## config.mk

```make
export PLATFORM = sky130hd
export DESIGN_NAME = decimal_token_validator
export DESIGN_NICKNAME = d
export VERILOG_FILES = /design/src/rtl/core/dtv_pkg.sv /design/src/rtl/core/dtv_token_core.sv /design/src/rtl/core/decimal_token_validator.sv
export VERILOG_INCLUDE_DIRS = /design/src /design/src/rtl/core
export SDC_FILE = /design/constraint.sdc
export NUM_CORES = 1
export LEC_CHECK = 0
export ABC_AREA = 1
export BUFFER_PORTS_ARGS = -buffer_cell sky130_fd_sc_hd__buf_2
export CORE_ASPECT_RATIO = 0.9
export CORE_MARGIN = 2
export CORE_UTILIZATION = 51
export CTS_CLUSTER_DIAMETER = 120
export CTS_CLUSTER_SIZE = 28
export DETAILED_ROUTE_END_ITERATION = 8
export GPL_ROUTABILITY_DRIVEN = 0
export PLACE_DENSITY = 0.84
export SETUP_SLACK_MARGIN = 0.3
export SLEW_MARGIN = 20
export SYNTH_ARGS = -nofsm -noshare
export SYNTH_HDL_FRONTEND = slang
export SYNTH_SLANG_ARGS = --single-unit
```

## constraint.sdc

```tcl
create_clock -name clk -period 2.7 [get_ports clk]
set_clock_uncertainty 0.1 [all_clocks]
set_input_delay 0.27 -clock clk [delete_from_list [all_inputs] [get_ports clk]]
set_output_delay 0.27 -clock clk [all_outputs]
set_load 0.02 [all_outputs]
```

## src/rtl/core/decimal_token_validator_defines.svh

```systemverilog
// ---------------------------------------------------------------------------
// Decimal token validator assertion macros
// Shared concurrent assertion forms; expects clk and rst in scope.
// ---------------------------------------------------------------------------
`ifndef DECIMAL_TOKEN_VALIDATOR_DEFINES_SVH
`define DECIMAL_TOKEN_VALIDATOR_DEFINES_SVH

// same-cycle implication
`define DTV_ASSERT_IMP(lbl, ante, cons, msg) \
  lbl: assert property (@(posedge clk) disable iff (rst) (ante) |-> (cons)) \
    else $error(msg);

// next-cycle implication
`define DTV_ASSERT_NXT(lbl, ante, cons, msg) \
  lbl: assert property (@(posedge clk) disable iff (rst) (ante) |=> (cons)) \
    else $error(msg);

`endif

```

## src/rtl/core/dtv_pkg.sv

```systemverilog
// ---------------------------------------------------------------------------
// Decimal token validator package
// Shared types and character codes.
// ---------------------------------------------------------------------------
package dtv_pkg;

  typedef enum logic [1:0] {
    KIND_NONE    = 2'd0,
    KIND_NONZERO = 2'd1,
    KIND_ZERO    = 2'd2,
    KIND_OTHER   = 2'd3
  } kind_t;

  typedef struct packed {
    logic [7:0] character;
    logic       has_char;
    logic       last;
  } item_t;

  localparam logic [7:0] ASCII_ZERO = 8'd48;
  localparam logic [7:0] ASCII_ONE  = 8'd49;
  localparam logic [7:0] ASCII_NINE = 8'd57;
  localparam logic [7:0] ASCII_DOT  = 8'h2E;

endpackage

```

## src/rtl/core/dtv_token_core.sv

```systemverilog
// ---------------------------------------------------------------------------
// Decimal token validator core
// Per-token state, updated on each taken item; verdict for the final item.
// ---------------------------------------------------------------------------
module dtv_token_core #(
  parameter int MAX_CHARS    = 6,
  parameter int MAX_DECIMALS = 2
) (
  input  logic          clk,
  input  logic          rst,
  input  logic          take,
  input  dtv_pkg::item_t item,
  output logic          verdict
);

  localparam int CW = $clog2(MAX_CHARS + 2);
  localparam int DW = $clog2(MAX_DECIMALS + 2);
  localparam logic [CW-1:0] CHARS_MAX = CW'(MAX_CHARS);
  localparam logic [CW-1:0] ZERO_LEN  = CW'(2 + MAX_DECIMALS);
  localparam logic [DW-1:0] DEC_MAX   = DW'(MAX_DECIMALS);

  logic [CW-1:0]  char_count, char_count_next;
  dtv_pkg::kind_t first_kind, first_kind_next;
  logic           second_ok, second_ok_next;
  logic           dot_seen, dot_seen_next;
  logic [DW-1:0]  decimals_count, decimals_count_next;
  logic [DW-1:0]  zero_count, zero_count_next;
  logic           any_bad, any_bad_next;
  logic           prev_was_dot, prev_was_dot_next;

  logic is_digit, is_nonzero, is_zero, is_dot;
  logic [DW-1:0] dec_inc;

  assign is_digit   = (item.character >= dtv_pkg::ASCII_ZERO) &&
                      (item.character <= dtv_pkg::ASCII_NINE);
  assign is_nonzero = (item.character >= dtv_pkg::ASCII_ONE) &&
                      (item.character <= dtv_pkg::ASCII_NINE);
  assign is_zero    = item.character == dtv_pkg::ASCII_ZERO;
  assign is_dot     = item.character == dtv_pkg::ASCII_DOT;
  assign dec_inc    = (decimals_count <= DEC_MAX) ? decimals_count + DW'(1) : decimals_count;

  always_comb begin
    char_count_next     = char_count;
    first_kind_next     = first_kind;
    second_ok_next      = second_ok;
    dot_seen_next       = dot_seen;
    decimals_count_next = decimals_count;
    zero_count_next     = zero_count;
    any_bad_next        = any_bad;
    prev_was_dot_next   = prev_was_dot;
    if (item.has_char) begin
      if (char_count == '0) begin
        priority if (is_nonzero) begin
          first_kind_next = dtv_pkg::KIND_NONZERO;
        end else if (is_zero) begin
          first_kind_next = dtv_pkg::KIND_ZERO;
        end else begin
          first_kind_next = dtv_pkg::KIND_OTHER;
          any_bad_next    = 1'b1;
        end
      end else begin
        if (char_count == CW'(1)) begin
          second_ok_next = (first_kind == dtv_pkg::KIND_ZERO) ? is_dot : is_digit;
        end
        if (first_kind == dtv_pkg::KIND_ZERO) begin
          if (char_count >= CW'(2)) begin
            if (!is_digit) begin
              any_bad_next = 1'b1;
            end else if (is_zero && zero_count <= DEC_MAX) begin
              zero_count_next = zero_count + DW'(1);
            end
          end
        end else begin
          if (!is_digit && !is_dot) begin
            any_bad_next = 1'b1;
          end
          if (is_dot) begin
            if (dot_seen) begin
              any_bad_next = 1'b1;
            end
            dot_seen_next = 1'b1;
          end else if (is_digit && dot_seen) begin
            decimals_count_next = dec_inc;
            if (dec_inc > DEC_MAX) begin
              any_bad_next = 1'b1;
            end
          end
        end
      end
      prev_was_dot_next = is_dot;
      if (char_count <= CHARS_MAX) begin
        char_count_next = char_count + CW'(1);
      end
    end
  end

  always_comb begin
    priority if (char_count_next == '0 || char_count_next > CHARS_MAX) begin
      verdict = 1'b0;
    end else if (char_count_next == CW'(1)) begin
      verdict = first_kind_next == dtv_pkg::KIND_NONZERO;
    end else if (char_count_next == CW'(2)) begin
      verdict = (first_kind_next == dtv_pkg::KIND_NONZERO) && second_ok_next;
    end else if (first_kind_next == dtv_pkg::KIND_ZERO) begin
      verdict = second_ok_next && !any_bad_next && (char_count_next <= ZERO_LEN) &&
                (CW'(zero_count_next) < char_count_next - CW'(2));
    end else begin
      verdict = !any_bad_next && !prev_was_dot_next;
    end
  end

  always_ff @(posedge clk) begin
    if (rst || (take && item.last)) begin
      char_count     <= '0;
      first_kind     <= dtv_pkg::KIND_NONE;
      second_ok      <= 1'b0;
      dot_seen       <= 1'b0;
      decimals_count <= '0;
      zero_count     <= '0;
      any_bad        <= 1'b0;
      prev_was_dot   <= 1'b0;
    end else if (take) begin
      char_count     <= char_count_next;
      first_kind     <= first_kind_next;
      second_ok      <= second_ok_next;
      dot_seen       <= dot_seen_next;
      decimals_count <= decimals_count_next;
      zero_count     <= zero_count_next;
      any_bad        <= any_bad_next;
      prev_was_dot   <= prev_was_dot_next;
    end
  end

endmodule

```

## src/rtl/core/decimal_token_validator.sv

```systemverilog
// ---------------------------------------------------------------------------
// Decimal token validator
// Streams one token character per request and returns one verdict per token.
// ---------------------------------------------------------------------------
// The block takes one character per cycle with no gaps required between
// tokens; only a waiting, untaken verdict stalls a further final request.
// Each request is held in an input register and folded into the per-token
// state as it leaves that register; the verdict for a token is registered
// on the output as the request marked tlast leaves the input register, and is
// held until taken. The sustained rate is one request per clock between stalls.
module decimal_token_validator #(
  parameter int MAX_CHARS    = 6,
  parameter int MAX_DECIMALS = 2
) (
  input  logic       clk,
  input  logic       rst,
  input  logic       s_axis_tvalid,
  output logic       s_axis_tready,
  input  logic [7:0] s_axis_tdata,  // [7:0] character
  input  logic       s_axis_tuser,  // [0] has_char
  input  logic       s_axis_tlast,
  output logic       m_axis_tvalid,
  input  logic       m_axis_tready,
  output logic [7:0] m_axis_tdata   // [0] accepted, [7:1] zero
);

  `include "decimal_token_validator_defines.svh"

  logic           in_valid;
  dtv_pkg::item_t in_item;
  logic           adv;
  logic           verdict;
  logic           accepted;

  assign adv           = in_valid && (!in_item.last || !m_axis_tvalid || m_axis_tready);
  assign s_axis_tready = !in_valid || adv;

  always_ff @(posedge clk) begin
    if (rst) begin
      in_valid <= 1'b0;
    end else if (s_axis_tready) begin
      in_valid <= s_axis_tvalid;
    end
  end

  always_ff @(posedge clk) begin
    if (s_axis_tvalid && s_axis_tready) begin
      in_item <= '{character: s_axis_tdata, has_char: s_axis_tuser, last: s_axis_tlast};
    end
  end

  dtv_token_core #(
    .MAX_CHARS    (MAX_CHARS),
    .MAX_DECIMALS (MAX_DECIMALS)
  ) u_core (
    .clk     (clk),
    .rst     (rst),
    .take    (adv),
    .item    (in_item),
    .verdict (verdict)
  );

  always_ff @(posedge clk) begin
    if (rst) begin
      m_axis_tvalid <= 1'b0;
    end else if (adv && in_item.last) begin
      m_axis_tvalid <= 1'b1;
    end else if (m_axis_tready) begin
      m_axis_tvalid <= 1'b0;
    end
  end

  always_ff @(posedge clk) begin
    if (adv && in_item.last) begin
      accepted <= verdict;
    end
  end

  assign m_axis_tdata = {7'b0, accepted};

  `DTV_ASSERT_NXT(a_last_gives_result, adv && in_item.last, m_axis_tvalid,
                  "final request produced no result")
  `DTV_ASSERT_IMP(a_no_overwrite, m_axis_tvalid && !m_axis_tready,
                  !(adv && in_item.last), "waiting result overwritten")
  `DTV_ASSERT_IMP(a_empty_ready, !in_valid, s_axis_tready,
                  "empty input stage not ready")
  `DTV_ASSERT_NXT(a_nonlast_silent, !(adv && in_item.last) && !m_axis_tvalid,
                  !m_axis_tvalid, "result without final request")

endmodule
```

==> run summary <==
DRT iter0 DRCs: 62
Non-Filler Instances: 288
RSZ-0062 raised after global routing: false
Tcrit/Tclk final: 83.2%
first-pass detailed-route iteration total: 5
post-synth top area cell: edfxtp_1
synth unique cells: 27
cts bufs inserted: 3
total global-route track usage: 20.3%
Final ANT Viol Nets: 0
Reg2Reg Capture Point: accepted$_SDFFCE_PP0P_
crit-path cells: inv_1, ha_1, nand2_2, nand2_2, nor2_2, nand2_2, nor2_1, a21oi_2, ha_1, nand2_1, inv_1, nand2_1, nand3_1, nand2_1, nand2_1, a21oi_2
later-pin clock latency in the skew report: 0.35 ns
Fill cells: 260
core area: 3040 µm²
initial antenna violation count: 0
Yosys reg bits: 26
Final Critical Period: 2.25 ns
Worst R2R Setup Slack: 0.45 ns
total power: 0.905 mW
FF-to-FF path depth: 16
H-tree depth: 1
via count: 1429
setup_tns: 0 ns
most frequent cells after synthesis: nand2_1 (43), inv_1 (30), nor2_1 (23)
Congestion Overflow GR: 0
Final HPWL DP: 2.23 mm
EDFF count, synth: 11
CTS tree: done
Post-Syn Instances: 217
Hold Crit Depth: 1
Critical path origin: u_core.char_count[0]$_SDFFE_PP0P_
max-capacitance violation count: 0
reg2reg start: u_core.char_count[0]$_SDFFE_PP0P_
clock slew at reported path FFs: 0.16 ns
Via density: 4.96
synthesized area: 1610 µm²
PortBufs: 16
number of global-route vias before repair: 1342
final wirelength: 3.40 mm
top-count cell post-synth: nand2_1
Setup violations, final: 0
Required @ worst endpoint: 2.73 ns
Die Footprint: 3630 µm²
yosys warns: 0
Post-route DRC: 0
deepest clock path buffer count: 2
Worst path slowest cell: dfxtp_4
Initial Utilization: 53.0%
Area growth syn-to-layout: 16.5%
CTS sink cnt: 26
async set-or-reset flop fraction in the synthesized netlist: 0%
worst hold start: s_axis_tdata[0]
row count: 19
Worst Hold Class: in2reg
worst hold endpoint: in_item[2]$_DFFE_PP_
Slew Limit Fails: 0
diodes inserted: 0
clock root cell: clkbuf_4
critical path class: reg2reg
syn_area_per_cell: 7.43 µm²
crit path DAT: 2.28 ns
run status: finished, final reports clean
Top FF cell, synth: dfxtp_1
Final #Nets: 268
IO Pins: 24
CP Max Fanout: 3
CP bufs+invs: 2
ratio of cells with drive above 1 in the final layout: 22.4%
Pleak: 0.886 nW
CP endpoint kind: flop
FMAX: 445 MHz
Peak VDD IR: 0.371 mV
share of the synthesized area in the top cell type: 20.5%
Avg WL per Cell: 11.8 µm
cell with the most instances on the worst path: nand2_1
sequential element share of the synthesized area: 39.1%
pin count of the biggest net entering global routing: 17
synth top area cells: edfxtp_1 (20%), dfxtp_1 (19%), nand2_1 (10%)
hold slack: 0.0131 ns
Worst Setup Start Kind: flop
crit-path max cell delay: 0.39 ns
PwrDens: 482 nW/µm²
Cells after DPL: 271
Largest delay share family, worst path: simple AND/OR/NAND/NOR gates
Die Ht: 57.4 µm
first-pass GRT wire length: 5.79 mm
chip width: 63.3 µm
Final Hold Vio Count: 0
## power breakdown
group / switching (mW) / internal, mW
Combinational: 0.108 / 0.0654
Sequential: 0.0170 / 0.431
Clock: 0.133 / 0.150
## worst max path at each step
stage | end | slack [ns] | depth (start not counted)
4_1_cts | accepted$_SDFFCE_PP0P_ | 0.33 | 16
3_3_place_gp | accepted$_SDFFCE_PP0P_ | 0.48 | 16
6_report | accepted$_SDFFCE_PP0P_ | 0.45 | 16
3_5_place_dp | accepted$_SDFFCE_PP0P_ | 0.38 | 16
2_1_floorplan | accepted$_SDFFCE_PP0P_ | 0.57 | 16
5_1_grt | accepted$_SDFFCE_PP0P_ | 0.32 | 16
## flip-flops by register name, summed over array words and instances, names as in the netlist
register               cells
in_item                   10
u_core.char_count          3
u_core.decimals_count      2
u_core.first_kind          2
u_core.zero_count          2
accepted                   1
in_valid                   1
m_axis_tvalid              1
u_core.any_bad             1
u_core.dot_seen            1
u_core.prev_was_dot        1
u_core.second_ok           1
## layout make-up
class	count	area [µm²]	area share, %
clock inverter	1	30.0	1.60
multi-input combinational	150	795	42.3
clock buffer	3	22.5	1.20
timing repair buffer	29	203	10.8
sequential	26	638	34.0
inverter	37	139	7.39
tap	42	52.6	2.80
## kinds of logic (layout without fill, tap and decap cells)
family | Yosys count | in the layout | share of synthesized area [%]
compound gates | 36 | 36 | 13.1
flops | 26 | 26 | 39.1
buf+inv | 47 | 70 | 13.3
fa+ha+maj | 7 | 7 | 5.43
other cells | 1 | 7 | 0.233
simple gates | 100 | 100 | 28.9
## routing by layer
| layer | track usage [%] | wire [µm] |
|---|---|---|
| met5 | 0 | 0 |
| met3 | 4.34 | 187 |
| met4 | 6.52 | 45 |
| met2 | 35.3 | 1660 |
| met1 | 25.7 | 1510 |
## cell usage in the layout (no fill, tap or decap)
master,synthesis,final
dfxtp_1,15,13
edfxtp_1,11,11
dfxtp_4,0,2
clkbuf_4,0,3
dlygate4sd3_1,0,10
nand2_2,6,6
a21boi_2,1,1
nand4_1,3,3
buf_2,0,16
o21ai_0,11,11
a21oi_2,1,2
buf_4,8,3
a21oi_1,14,13
inv_1,30,30
ha_1,7,7
conb_1,1,7
a31oi_1,1,1
nor2_2,5,5
inv_2,7,7
nand3b_1,1,1
nand3_2,3,3
bufinv_16,0,1
o211ai_1,2,2
nand3_1,12,12
o21ai_1,2,2
o21ai_2,4,4
nor2_1,23,23
nor3_1,2,2
nor2_4,2,2
nand2_1,43,43
## worst register-to-register path: cells and delay by family, from the launching register on
family	cells	cell delay (ns)
adders and majority gates	2	0.49
buffers and inverters	2	0.10
DFF	1	0.39
AOI/OAI and AO/OA	2	0.10
and+or+nand+nor	10	0.83
## metrics by stage
stage	setup slack [ns]	util (%)	instance area, µm²
after floorplan	0.569	-	1640
after global placement	0.475	55.6	1690
after detailed placement	0.384	55.6	1690
after CTS	0.328	60.3	1840
after global routing	0.325	61.8	1880
final	0.453	61.8	1880
## what timing repair did
item / 4_1_cts / 5_1_grt
setup buffers: 0 / 3
hold endpoints to repair: 9 / 1
endpoints found under the setup margin: 0 / 1
hold buffers: 9 / 1
resized for setup: 0 / 5
(Power assumes the default switching activity.)
